===== src/hdl/pci_pkg.sv =====
// Shared types, field widths and codes for the cone isolation block.
package pci_pkg;

  localparam int ANGLE_BITS        = 12;
  localparam int PT_BITS           = 16;
  localparam int MAX_PARTICLES_DEF = 1024;

  localparam int IDX_W      = 10;
  localparam int WEIGHT_W   = 9;
  localparam int RHO_W      = 16;
  localparam int MODE_W     = 2;
  localparam int RADIUS_W   = 25;
  localparam int AREA_W     = 16;
  localparam int SUM_W      = 25;
  localparam int ISO_W      = 17;
  localparam int IDX_LIM_W  = 17;

  localparam int IN_DATA_W  = 96;
  localparam int OUT_DATA_W = 64;
  localparam int CFG_ADDR_W = 2;
  localparam int CFG_DATA_W = 25;

  // |sum| * 256 needs the width of the signed sum plus the Q8 shift
  localparam int DIVIDEND_W = SUM_W + 8;
  localparam int DIV_CNT_W  = $clog2(DIVIDEND_W + 1);

  localparam logic [MODE_W-1:0] MODE_RAW        = 2'd0;
  localparam logic [MODE_W-1:0] MODE_AREA       = 2'd1;
  localparam logic [MODE_W-1:0] MODE_SUBTRACTED = 2'd2;
  localparam logic [MODE_W-1:0] MODE_WEIGHTED   = 2'd3;

  localparam logic [CFG_ADDR_W-1:0] REG_MODE   = 2'd0;
  localparam logic [CFG_ADDR_W-1:0] REG_RADIUS = 2'd1;
  localparam logic [CFG_ADDR_W-1:0] REG_AREA   = 2'd2;

  localparam logic OP_START    = 1'b0;
  localparam logic OP_PARTICLE = 1'b1;

  localparam logic [RADIUS_W-1:0]     RADIUS_RESET   = 25'd38416;
  localparam logic [AREA_W-1:0]       AREA_RESET     = 16'd1158;
  localparam logic signed [SUM_W-1:0] NO_DENSITY_SUM = 25'sd3996;
  localparam logic [SUM_W-2:0]        SUM_MAX        = '1;
  localparam logic [ISO_W-1:0]        ISO_MAX        = 17'h0FFFF;
  localparam logic [ISO_W-1:0]        ISO_MIN        = 17'h10000;

  typedef enum logic [2:0] {
    ST_IDLE,
    ST_ACC,
    ST_AREA,
    ST_SUB,
    ST_DIVGO,
    ST_DIV,
    ST_OUT
  } state_t;

  typedef struct packed {
    logic capture;
    logic acc;
    logic area;
    logic fin;
    logic div_go;
    logic out_load;
  } dp_cmd_t;

  typedef struct packed {
    logic item_last;
    logic pt_zero;
    logic div_busy;
    logic out_free;
  } dp_stat_t;

endpackage


===== src/hdl/pci_div.sv =====
// Restoring divider, one quotient bit per cycle.
module pci_div import pci_pkg::*; (
  input  logic                  clk,
  input  logic                  rst_n,
  input  logic                  start,
  input  logic [DIVIDEND_W-1:0] dividend,
  input  logic [PT_BITS-1:0]    divisor,
  output logic [DIVIDEND_W-1:0] quotient,
  output logic                  busy
);

  logic                  busy_r;
  logic [DIV_CNT_W-1:0]  cnt_r;
  logic [DIVIDEND_W-1:0] quo_r;
  logic [PT_BITS-1:0]    rem_r;
  logic [PT_BITS-1:0]    dsr_r;
  logic [PT_BITS:0]      rem_sh;
  logic [PT_BITS:0]      rem_dif;
  logic                  ge;

  assign rem_sh  = {rem_r, quo_r[DIVIDEND_W-1]};
  assign ge      = rem_sh >= {1'b0, dsr_r};
  assign rem_dif = rem_sh - {1'b0, dsr_r};

  always_ff @(posedge clk) begin
    if (!rst_n) begin
      busy_r <= 1'b0;
      cnt_r  <= '0;
    end else if (start) begin
      busy_r <= 1'b1;
      cnt_r  <= DIV_CNT_W'(DIVIDEND_W);
    end else if (busy_r) begin
      cnt_r <= cnt_r - 1'b1;
      if (cnt_r == DIV_CNT_W'(1)) begin
        busy_r <= 1'b0;
      end
    end
  end

  // dividend bits shift out of the top while quotient bits fill in below
  always_ff @(posedge clk) begin
    if (start) begin
      quo_r <= dividend;
      rem_r <= '0;
      dsr_r <= divisor;
    end else if (busy_r) begin
      quo_r <= {quo_r[DIVIDEND_W-2:0], ge};
      rem_r <= ge ? rem_dif[PT_BITS-1:0] : rem_sh[PT_BITS-1:0];
    end
  end

  assign quotient = quo_r;
  assign busy     = busy_r;

  a_rem_below_divisor: assert property (@(posedge clk) disable iff (!rst_n)
    busy_r |-> (rem_r < dsr_r))
    else $error("divider remainder not below divisor");

endmodule


===== src/hdl/pci_dp.sv =====
// Datapath: config registers, muon latch, cone test, accumulator, result register.
module pci_dp import pci_pkg::*; #(
  parameter int MAX_PARTICLES = MAX_PARTICLES_DEF
) (
  input  logic                         clk,
  input  logic                         rst_n,
  input  dp_cmd_t                      cmd,
  output dp_stat_t                     stat,
  input  logic                         in_opcode,
  input  logic signed [ANGLE_BITS-1:0] in_eta,
  input  logic signed [ANGLE_BITS-1:0] in_phi,
  input  logic [PT_BITS-1:0]           in_pt,
  input  logic [PT_BITS-1:0]           in_pt_subtracted,
  input  logic [WEIGHT_W-1:0]          in_weight,
  input  logic [IDX_W-1:0]             in_index,
  input  logic                         in_has_own_particle,
  input  logic [RHO_W-1:0]             in_rho,
  input  logic                         in_rho_valid,
  input  logic                         in_last,
  input  logic                         cfg_we,
  input  logic [CFG_ADDR_W-1:0]        cfg_addr,
  input  logic [CFG_DATA_W-1:0]        cfg_data,
  input  logic                         out_tready,
  output logic                         out_tvalid,
  output logic [OUT_DATA_W-1:0]        out_tdata
);

  localparam logic [IDX_LIM_W-1:0] IDX_LIMIT = IDX_LIM_W'(MAX_PARTICLES);
  localparam int SQ_ETA_W = 2 * ANGLE_BITS;
  localparam int SQ_PHI_W = 2 * ANGLE_BITS - 1;
  localparam int WPROD_W  = PT_BITS + WEIGHT_W;

  // configuration
  logic [MODE_W-1:0]   mode_r;
  logic [RADIUS_W-1:0] radius_r;
  logic [AREA_W-1:0]   area_r;

  // muon latch
  logic signed [ANGLE_BITS-1:0] muon_eta_r;
  logic signed [ANGLE_BITS-1:0] muon_phi_r;
  logic [PT_BITS-1:0]           muon_pt_r;
  logic [IDX_W-1:0]             own_idx_r;
  logic                         own_valid_r;
  logic [RHO_W-1:0]             density_r;
  logic                         density_valid_r;

  // captured particle
  logic [SQ_ETA_W-1:0] sq_eta_r;
  logic [SQ_PHI_W-1:0] sq_phi_r;
  logic [WPROD_W-1:0]  wprod_r;
  logic [PT_BITS-1:0]  pt_r;
  logic [PT_BITS-1:0]  pts_r;
  logic                own_hit_r;
  logic                last_r;

  // accumulation and finish
  logic [SUM_W-2:0]          sum_r;
  logic [PT_BITS-1:0]        leader_r;
  logic [2*RHO_W-1:0]        area_prod_r;
  logic signed [SUM_W-1:0]   fin_sum_r;
  logic                      fin_valid_r;
  logic                      out_tvalid_r;
  logic [OUT_DATA_W-1:0]     out_data_r;

  logic signed [ANGLE_BITS:0]     deta;
  logic signed [2*ANGLE_BITS+1:0] deta_sq;
  logic signed [ANGLE_BITS-1:0]   dphi;
  logic signed [2*ANGLE_BITS-1:0] dphi_sq;

  logic [RADIUS_W-1:0]    dr2;
  logic                   in_cone;
  logic [WPROD_W:0]       w_rnd;
  logic [PT_BITS-1:0]     w_sat;
  logic [PT_BITS-1:0]     contrib;
  logic [SUM_W-1:0]       sum_add;
  logic [SUM_W-2:0]       sum_acc;

  logic [2*RHO_W-1:0]      area_rnd;
  logic [SUM_W-1:0]        area_sub;
  logic signed [SUM_W-1:0] sum_sub;
  logic signed [SUM_W-1:0] fin_sum;
  logic                    fin_valid;

  logic [SUM_W-1:0]      sum_mag;
  logic [DIVIDEND_W-1:0] dividend;
  logic [DIVIDEND_W-1:0] quotient;
  logic                  div_busy;
  logic [ISO_W-1:0]      iso;

  always_ff @(posedge clk) begin
    if (!rst_n) begin
      mode_r   <= MODE_RAW;
      radius_r <= RADIUS_RESET;
      area_r   <= AREA_RESET;
    end else if (cfg_we) begin
      case (cfg_addr)
        REG_MODE:   mode_r   <= cfg_data[MODE_W-1:0];
        REG_RADIUS: radius_r <= cfg_data[RADIUS_W-1:0];
        REG_AREA:   area_r   <= cfg_data[AREA_W-1:0];
        default:    ;
      endcase
    end
  end

  always_ff @(posedge clk) begin
    if (!rst_n) begin
      muon_eta_r      <= '0;
      muon_phi_r      <= '0;
      muon_pt_r       <= '0;
      own_idx_r       <= '0;
      own_valid_r     <= 1'b0;
      density_r       <= '0;
      density_valid_r <= 1'b0;
    end else if (cmd.capture && in_opcode == OP_START) begin
      muon_eta_r      <= in_eta;
      muon_phi_r      <= in_phi;
      muon_pt_r       <= in_pt;
      own_idx_r       <= in_index;
      own_valid_r     <= in_has_own_particle &&
                         ({(IDX_LIM_W-IDX_W)'(0), in_index} < IDX_LIMIT);
      density_r       <= in_rho;
      density_valid_r <= in_rho_valid;
    end
  end

  // squares and weighted product go into registers right at the accept
  always_comb begin
    deta    = {in_eta[ANGLE_BITS-1], in_eta} - {muon_eta_r[ANGLE_BITS-1], muon_eta_r};
    deta_sq = deta * deta;
    dphi    = in_phi - muon_phi_r;
    dphi_sq = dphi * dphi;
  end

  always_ff @(posedge clk) begin
    if (cmd.capture) begin
      sq_eta_r  <= deta_sq[SQ_ETA_W-1:0];
      sq_phi_r  <= dphi_sq[SQ_PHI_W-1:0];
      wprod_r   <= in_pt * in_weight;
      pt_r      <= in_pt;
      pts_r     <= in_pt_subtracted;
      own_hit_r <= own_valid_r && (in_index == own_idx_r);
      last_r    <= in_last;
    end
  end

  always_comb begin
    dr2     = {1'b0, sq_eta_r} + {2'b0, sq_phi_r};
    in_cone = (dr2 <= radius_r) && !own_hit_r;
    w_rnd   = {1'b0, wprod_r} + (WPROD_W+1)'(128);
    w_sat   = (|w_rnd[WPROD_W:PT_BITS+8]) ? '1 : w_rnd[PT_BITS+7:8];
    case (mode_r)
      MODE_SUBTRACTED: contrib = pts_r;
      MODE_WEIGHTED:   contrib = w_sat;
      default:         contrib = pt_r;
    endcase
    sum_add = {1'b0, sum_r} + {(SUM_W-PT_BITS)'(0), contrib};
    sum_acc = sum_add[SUM_W-1] ? SUM_MAX : sum_add[SUM_W-2:0];
  end

  always_ff @(posedge clk) begin
    if (!rst_n) begin
      sum_r    <= '0;
      leader_r <= '0;
    end else if (cmd.out_load || (cmd.capture && in_opcode == OP_START)) begin
      sum_r    <= '0;
      leader_r <= '0;
    end else if (cmd.acc && in_cone) begin
      sum_r <= sum_acc;
      if (contrib > leader_r) begin
        leader_r <= contrib;
      end
    end
  end

  // the rounded density term stays below 2^20, so the difference cannot underflow
  always_comb begin
    area_rnd  = area_prod_r + (2*RHO_W)'(2048);
    area_sub  = {(SUM_W-(2*RHO_W-12))'(0), area_rnd[2*RHO_W-1:12]};
    sum_sub   = $signed({1'b0, sum_r}) - $signed(area_sub);
    fin_sum   = $signed({1'b0, sum_r});
    fin_valid = 1'b1;
    if (mode_r == MODE_AREA) begin
      if (density_valid_r) begin
        fin_sum = sum_sub;
      end else begin
        fin_sum   = NO_DENSITY_SUM;
        fin_valid = 1'b0;
      end
    end
  end

  always_ff @(posedge clk) begin
    if (cmd.area) begin
      area_prod_r <= density_r * area_r;
    end
    if (cmd.fin) begin
      fin_sum_r   <= fin_sum;
      fin_valid_r <= fin_valid;
    end
  end

  assign sum_mag  = fin_sum_r[SUM_W-1] ? (~fin_sum_r + 1'b1) : fin_sum_r;
  assign dividend = {sum_mag, 8'd0};

  pci_div u_div (
    .clk      (clk),
    .rst_n    (rst_n),
    .start    (cmd.div_go),
    .dividend (dividend),
    .divisor  (muon_pt_r),
    .quotient (quotient),
    .busy     (div_busy)
  );

  // quotient is a magnitude; truncation toward zero, then clamp
  always_comb begin
    if (muon_pt_r == '0) begin
      iso = ISO_MAX;
    end else if (fin_sum_r[SUM_W-1]) begin
      iso = (quotient > DIVIDEND_W'(65536)) ? ISO_MIN : (~quotient[ISO_W-1:0] + 1'b1);
    end else begin
      iso = (quotient > DIVIDEND_W'(65535)) ? ISO_MAX : quotient[ISO_W-1:0];
    end
  end

  always_ff @(posedge clk) begin
    if (!rst_n) begin
      out_tvalid_r <= 1'b0;
    end else if (cmd.out_load) begin
      out_tvalid_r <= 1'b1;
    end else if (out_tready) begin
      out_tvalid_r <= 1'b0;
    end
  end

  always_ff @(posedge clk) begin
    if (cmd.out_load) begin
      out_data_r <= {5'd0, fin_valid_r && (muon_pt_r != '0), iso, leader_r, fin_sum_r};
    end
  end

  assign out_tvalid = out_tvalid_r;
  assign out_tdata  = out_data_r;

  assign stat.item_last = last_r;
  assign stat.pt_zero   = (muon_pt_r == '0);
  assign stat.div_busy  = div_busy;
  assign stat.out_free  = !out_tvalid_r || out_tready;

  a_leader_in_sum: assert property (@(posedge clk) disable iff (!rst_n)
    {8'd0, leader_r} <= sum_r)
    else $error("leader exceeds running sum");

  a_load_after_div: assert property (@(posedge clk) disable iff (!rst_n)
    cmd.out_load |-> !div_busy)
    else $error("result loaded while divider busy");

  a_load_no_overwrite: assert property (@(posedge clk) disable iff (!rst_n)
    cmd.out_load |-> (!out_tvalid_r || out_tready))
    else $error("result register overwritten");

endmodule


===== src/hdl/pci_ctrl.sv =====
// Controller state machine: sequences accept, accumulate, finish and divide.
module pci_ctrl import pci_pkg::*; (
  input  logic     clk,
  input  logic     rst_n,
  input  logic     in_tvalid,
  input  logic     in_tuser,
  input  logic     in_tlast,
  output logic     in_tready,
  input  dp_stat_t stat,
  output dp_cmd_t  cmd
);

  state_t state_r;
  state_t state_nxt;

  always_ff @(posedge clk) begin
    if (!rst_n) begin
      state_r <= ST_IDLE;
    end else begin
      state_r <= state_nxt;
    end
  end

  always_comb begin
    state_nxt = state_r;
    case (state_r)
      ST_IDLE: begin
        if (in_tvalid) begin
          if (in_tuser == OP_PARTICLE) begin
            state_nxt = ST_ACC;
          end else if (in_tlast) begin
            state_nxt = ST_AREA;
          end
        end
      end
      ST_ACC:   state_nxt = stat.item_last ? ST_AREA : ST_IDLE;
      ST_AREA:  state_nxt = ST_SUB;
      ST_SUB:   state_nxt = stat.pt_zero ? ST_OUT : ST_DIVGO;
      ST_DIVGO: state_nxt = ST_DIV;
      ST_DIV: begin
        if (!stat.div_busy) begin
          state_nxt = ST_OUT;
        end
      end
      ST_OUT: begin
        if (stat.out_free) begin
          state_nxt = ST_IDLE;
        end
      end
      default:  state_nxt = ST_IDLE;
    endcase
  end

  always_comb begin
    in_tready    = (state_r == ST_IDLE);
    cmd.capture  = in_tvalid && (state_r == ST_IDLE);
    cmd.acc      = (state_r == ST_ACC);
    cmd.area     = (state_r == ST_AREA);
    cmd.fin      = (state_r == ST_SUB);
    cmd.div_go   = (state_r == ST_DIVGO);
    cmd.out_load = (state_r == ST_OUT) && stat.out_free;
  end

  a_no_accept_in_div: assert property (@(posedge clk) disable iff (!rst_n)
    (in_tvalid && in_tready) |-> !stat.div_busy)
    else $error("request accepted while divider busy");

endmodule


===== src/hdl/particle_cone_isolation.sv =====
// Top level of the muon cone isolation block.
//
// Input channel in_*: a start request (in_tuser = 0) latches the muon's
// eta, phi, pt, own particle index and background density; particle
// requests (in_tuser = 1) follow. in_tlast on a request closes the muon's
// list and produces one result on out_*; requests without in_tlast
// produce none. cfg_* writes mode, squared cone radius and cone area; it
// is always ready. It is to be written only while the block is idle;
// the user must keep to this, as the block itself does not enforce it.
// Sequence: a start request is latched on acceptance. A particle is
// captured (squared distances), then cone-tested and accumulated; a
// request with in_tlast then runs area product, finish and the bit-serial
// divider for the Q8 ratio (skipped for muon pt zero) before the result
// is loaded and out_tvalid rises. No new request is taken meanwhile.
// The result sits in an output register: the next request is taken while
// it waits; a further result waits for the receiver before it is loaded.
// Reset restores the register defaults and clears muon, sum and leader.
module particle_cone_isolation import pci_pkg::*; #(
  parameter int MAX_PARTICLES = MAX_PARTICLES_DEF
) (
  input  logic                  clk,
  input  logic                  rst_n,
  input  logic                  in_tvalid,
  output logic                  in_tready,
  // eta[11:0] phi[23:12] pt[39:24] pt_subtracted[55:40] weight[64:56]
  // index[74:65] has_own_particle[75] rho[91:76] rho_valid[92]
  input  logic [IN_DATA_W-1:0]  in_tdata,
  // opcode
  input  logic                  in_tuser,
  input  logic                  in_tlast,
  output logic                  out_tvalid,
  input  logic                  out_tready,
  // cone_sum[24:0] lead_pt[40:25] isolation[57:41] iso_valid[58]
  output logic [OUT_DATA_W-1:0] out_tdata,
  input  logic                  cfg_valid,
  output logic                  cfg_ready,
  input  logic [CFG_ADDR_W-1:0] cfg_addr,
  input  logic [CFG_DATA_W-1:0] cfg_data
);

  dp_cmd_t  cmd;
  dp_stat_t stat;

  assign cfg_ready = 1'b1;

  pci_ctrl u_ctrl (
    .clk       (clk),
    .rst_n     (rst_n),
    .in_tvalid (in_tvalid),
    .in_tuser  (in_tuser),
    .in_tlast  (in_tlast),
    .in_tready (in_tready),
    .stat      (stat),
    .cmd       (cmd)
  );

  pci_dp #(
    .MAX_PARTICLES (MAX_PARTICLES)
  ) u_dp (
    .clk                 (clk),
    .rst_n               (rst_n),
    .cmd                 (cmd),
    .stat                (stat),
    .in_opcode           (in_tuser),
    .in_eta              ($signed(in_tdata[11:0])),
    .in_phi              ($signed(in_tdata[23:12])),
    .in_pt               (in_tdata[39:24]),
    .in_pt_subtracted    (in_tdata[55:40]),
    .in_weight           (in_tdata[64:56]),
    .in_index            (in_tdata[74:65]),
    .in_has_own_particle (in_tdata[75]),
    .in_rho              (in_tdata[91:76]),
    .in_rho_valid        (in_tdata[92]),
    .in_last             (in_tlast),
    .cfg_we              (cfg_valid && cfg_ready),
    .cfg_addr            (cfg_addr),
    .cfg_data            (cfg_data),
    .out_tready          (out_tready),
    .out_tvalid          (out_tvalid),
    .out_tdata           (out_tdata)
  );

endmodule


===== config.mk =====
export PLATFORM = sky130hd
export DESIGN_NAME = particle_cone_isolation
export DESIGN_NICKNAME = d
export VERILOG_FILES = /design/src/hdl/pci_pkg.sv /design/src/hdl/pci_div.sv /design/src/hdl/pci_dp.sv /design/src/hdl/pci_ctrl.sv /design/src/hdl/particle_cone_isolation.sv
export SDC_FILE = /design/constraint.sdc
export NUM_CORES = 2
export LEC_CHECK = 0
export BUFFER_PORTS_ARGS = -buffer_cell sky130_fd_sc_hd__buf_4
export CORE_MARGIN = 5
export CORE_UTILIZATION = 58
export CTS_CLUSTER_DIAMETER = 100
export CTS_CLUSTER_SIZE = 40
export DETAILED_ROUTE_END_ITERATION = 12
export PLACE_DENSITY_LB_ADDON = 0.2
export SYNTH_ARGS = -nofsm -noshare
export SYNTH_HDL_FRONTEND = slang
export SYNTH_HIERARCHICAL = 1
export SYNTH_SLANG_ARGS = --single-unit

===== constraint.sdc =====
create_clock -name clk -period 9.7 [get_ports clk]
set_clock_uncertainty 0.15 [all_clocks]
set_input_delay 1.94 -clock clk [delete_from_list [all_inputs] [get_ports clk]]
set_output_delay 1.94 -clock clk [all_outputs]
set_load 0.005 [all_outputs]

==> results.py <==
metrics = {
    "status": {
        "outcome": "complete, no violations",
    },
    "route": {
        "drt_drc_violations_left": 0,
        "vias": 32660,
        "drtIter0Drc": 2197,
        "vias_per_cell": 5.518,
        "wl_um": 101700,
        "avgRoutedWirePerCell_um": 17.19,
        "antenna_left": 0,
        "firstDrtPassIters": 6,
    },
    "synth": {
        "avgSynthCellArea_um2": 9.376,
        "ys_seq_area_share_pct": 24.92,
        "synthFlopType": "edfxtp_1",
        "yosys_warnings": 6,
        "ys_types": 81,
        "ys_ff_latch": 430,
        "synth.top_cells.by_area": "fa_1 25%, edfxtp_1 17%, ha_1 11%",
        "synth_top_cell_by_area": "fa_1",
        "synth_area_mm2": 0.04467,
        "synth_cells": 4764,
        "synth_top_area_share_pct": 24.56,
        "synth_edf_count": 252,
        "synth_most_common_cell": "inv_1",
        "synth_common_cells": "766 x inv_1, 669 x nand2_1, 548 x fa_1",
        "ys_async_sr_fraction_pct": 0,
    },
    "worst_setup_path": {
        "critPathSlowestCell": "fa_1",
        "r2r-start": "u_dp/muon_eta_r[1]",
        "startpoint": "in_tdata[0]",
        "setup.worst_path.end_class": "flip-flop",
        "cp_data_arrival_time_ns": 9.16,
        "worstSetupPathType": "primary input to flip-flop",
        "start_kind": "primary input",
        "path_max_fanout": 4,
        "crit_top_cell": "fa_1",
        "cpPeakStageDelay_ns": 0.55,
        "crit_required_ns": 9.89,
        "r2r_cells": 29,
    },
    "placed_design": {
        "portBuffers": 187,
        "gp_congestion": 0.9262,
        "dp_hpwl_um": 79550,
    },
    "clock_tree": {
        "postCtsSetupBuffers": 0,
        "cts.clk_slew.worst_paths_ns": 0.12,
        "cts_num_sinks": 430,
        "root_buffer": "clkbuf_16",
        "cts_buffers": 25,
        "cts_tree": "yes",
        "cts_resized": 0,
        "hold_buffers": 0,
        "htree_levels": 1,
        "insertion_delay_ns": 0.63,
        "clockBufferDepth": 3,
    },
    "min_path": {
        "min_path_cells": 0,
        "hold_path_class": "flip-flop to flip-flop",
        "min-delay-start": "u_dp/muon_pt_r[8]",
    },
    "global_routing": {
        "grt-ovfl-total": 0,
        "antenna_found_initial": 1,
        "grt_pass1_vias": 33070,
        "grt_pass1_wl_um": 167200,
        "grt_max_degree": 109,
        "grtUsageTotal_pct": 24.81,
    },
    "finish": {
        "fin_nets": 5945,
        "areaGrowthSynthToFinish_pct": 7.966,
        "drive_gt1_share_pct": 7.673,
        "n_fill_cell": 6407,
    },
    "sta": {
        "layout_min_cycle_time_ns": 8.968,
        "max_freq_mhz": 111.5,
        "maxSlewViolCount": 0,
        "relSlewSlack_pct": 19.74,
        "period_share_pct": 92.45,
        "worst_pin_slew_ns": 1.201,
        "finalHoldViolations": 0,
        "setup_violations": 0,
        "setup-tns-final_ns": 0,
        "rsz0062_at_grt": "false",
    },
    "floorplanning": {
        "core-area_mm2": 0.07620,
        "start_util_pct": 58.62,
        "rows": 101,
        "die_w_um": 287.5,
        "ios": 197,
        "die-area_mm2": 0.08266,
        "die_h_um": 287.5,
    },
    "run": {
        "drv_cap": 0,
    },
}
## per-stage QoR
| step | setup WS [ns] | cells | utilization, % | cell area, um2 | hold WS, ns |
|---|---|---|---|---|---|
| 5_1_grt | 0.3186 | 5918 | 63.29 | 48230 | 0.3021 |
| 4_1_cts | 0.7516 | 5917 | 63.28 | 48220 | 0.2944 |
| 3_3_place_gp | 0.1963 | 5871 | 61.87 | 47140 | 0.2939 |
| 2_1_floorplan | 0.4554 | 4777 | - | 44720 | 0.2795 |
| 3_5_place_dp | 0.1183 | 5871 | 61.87 | 47140 | 0.2924 |
| 6_report | 0.7320 | 5918 | 63.29 | 48230 | 0.3089 |
## placed cells by master (no fill, tap or decap), drive strengths merged, types with 10 or more instances in the layout
cell,synthesis,final
a31oi,22,22
and2,155,155
nand2b,57,57
clkinv,6,20
a211oi,24,24
xor2,82,82
conb,2,15
fa,548,548
nand4,38,38
a21o,49,49
and3,24,24
o21ai,121,121
dfxtp,178,178
o21a,32,32
nor2,244,244
or4,11,11
o22ai,27,27
nand3b,10,10
o21bai,18,18
o31ai,13,13
o211ai,17,17
nor2b,32,32
nor4,18,18
clkbuf,154,25
a21boi,106,106
buf,28,246
ha,399,399
nor3,60,60
nand2,670,670
edfxtp,252,252
mux2,33,33
nand3,62,62
or2,30,30
mux2i,24,24
or3,29,29
a21oi,170,170
inv,766,772
xnor2,156,156
## critical path, delay by kind of cell
kind	cells	cell delay [ns]
xor+xnor	1	0.15
compound gates	7	1.44
simple gates	6	1.35
fa+ha+maj	9	3.84
buf+inv	6	0.44
## metal layers
| layer | global-route usage [%] | vias to the layer above | part of all wire, % |
|---|---|---|---|
| li1 | - | 15620 | - |
| met1 | 33.34 | 16120 | 42 |
| met2 | 42.39 | 756 | 49 |
| met3 | 3.492 | 162 | 5.8 |
| met4 | 7.020 | 0 | 3.1 |
| met5 | 0 | - | 0 |
## kinds of logic (layout without fill, tap and decap cells)
family / Yosys count / count (layout) / share of synthesized area, %
AOI/OAI and AO/OA: 667 / 667 / 9.742
adders and majority gates: 947 / 947 / 35.74
and+or+nand+nor: 1469 / 1469 / 15.38
other: 2 / 16 / 0.01681
DFF: 430 / 430 / 24.92
xor gates and xnor gates: 238 / 238 / 4.667
muxes: 57 / 57 / 1.370
buffers and inverters: 954 / 1064 / 8.171
## registers in the layout (all words and copies together) (netlist names), 18 cells and up
name / flops
u_dp/out_tdata: 59
u_dp/u_div/quotient: 33
u_dp/fin_sum_r: 25
u_dp/radius_r: 25
u_dp/sum_r: 24
u_dp/sq_eta_r: 23
u_dp/sq_phi_r: 22
u_dp/area_prod_r: 21
u_dp/wprod_r: 18
## final cells by class
type / count / area [um2] / share of cell area (%)
Inverter: 772 / 2898 / 6.009
Timing Repair Buffer: 246 / 1859 / 3.855
Clock inverter: 21 / 454.2 / 0.9418
Clock buffer: 25 / 625.6 / 1.297
Antenna cell: 1 / 2.502 / 0.005189
Sequential cell: 430 / 11130 / 23.08
Tap cell: 1030 / 1289 / 2.672
Multi-Input combinational cell: 3393 / 29970 / 62.14
## worst paths after layout
kind                               to  slack (ns)
hold / removal    u_dp/u_div/dsr_r[8]        0.31
hold reg to reg   u_dp/u_div/dsr_r[8]        0.31
setup / recovery    u_dp/sq_eta_r[23]        0.73
setup reg to reg    u_dp/sq_eta_r[23]        1.82
Power is not shown: default switching activity piles up to over one toggle a cycle in this logic, so the estimate is an artifact.
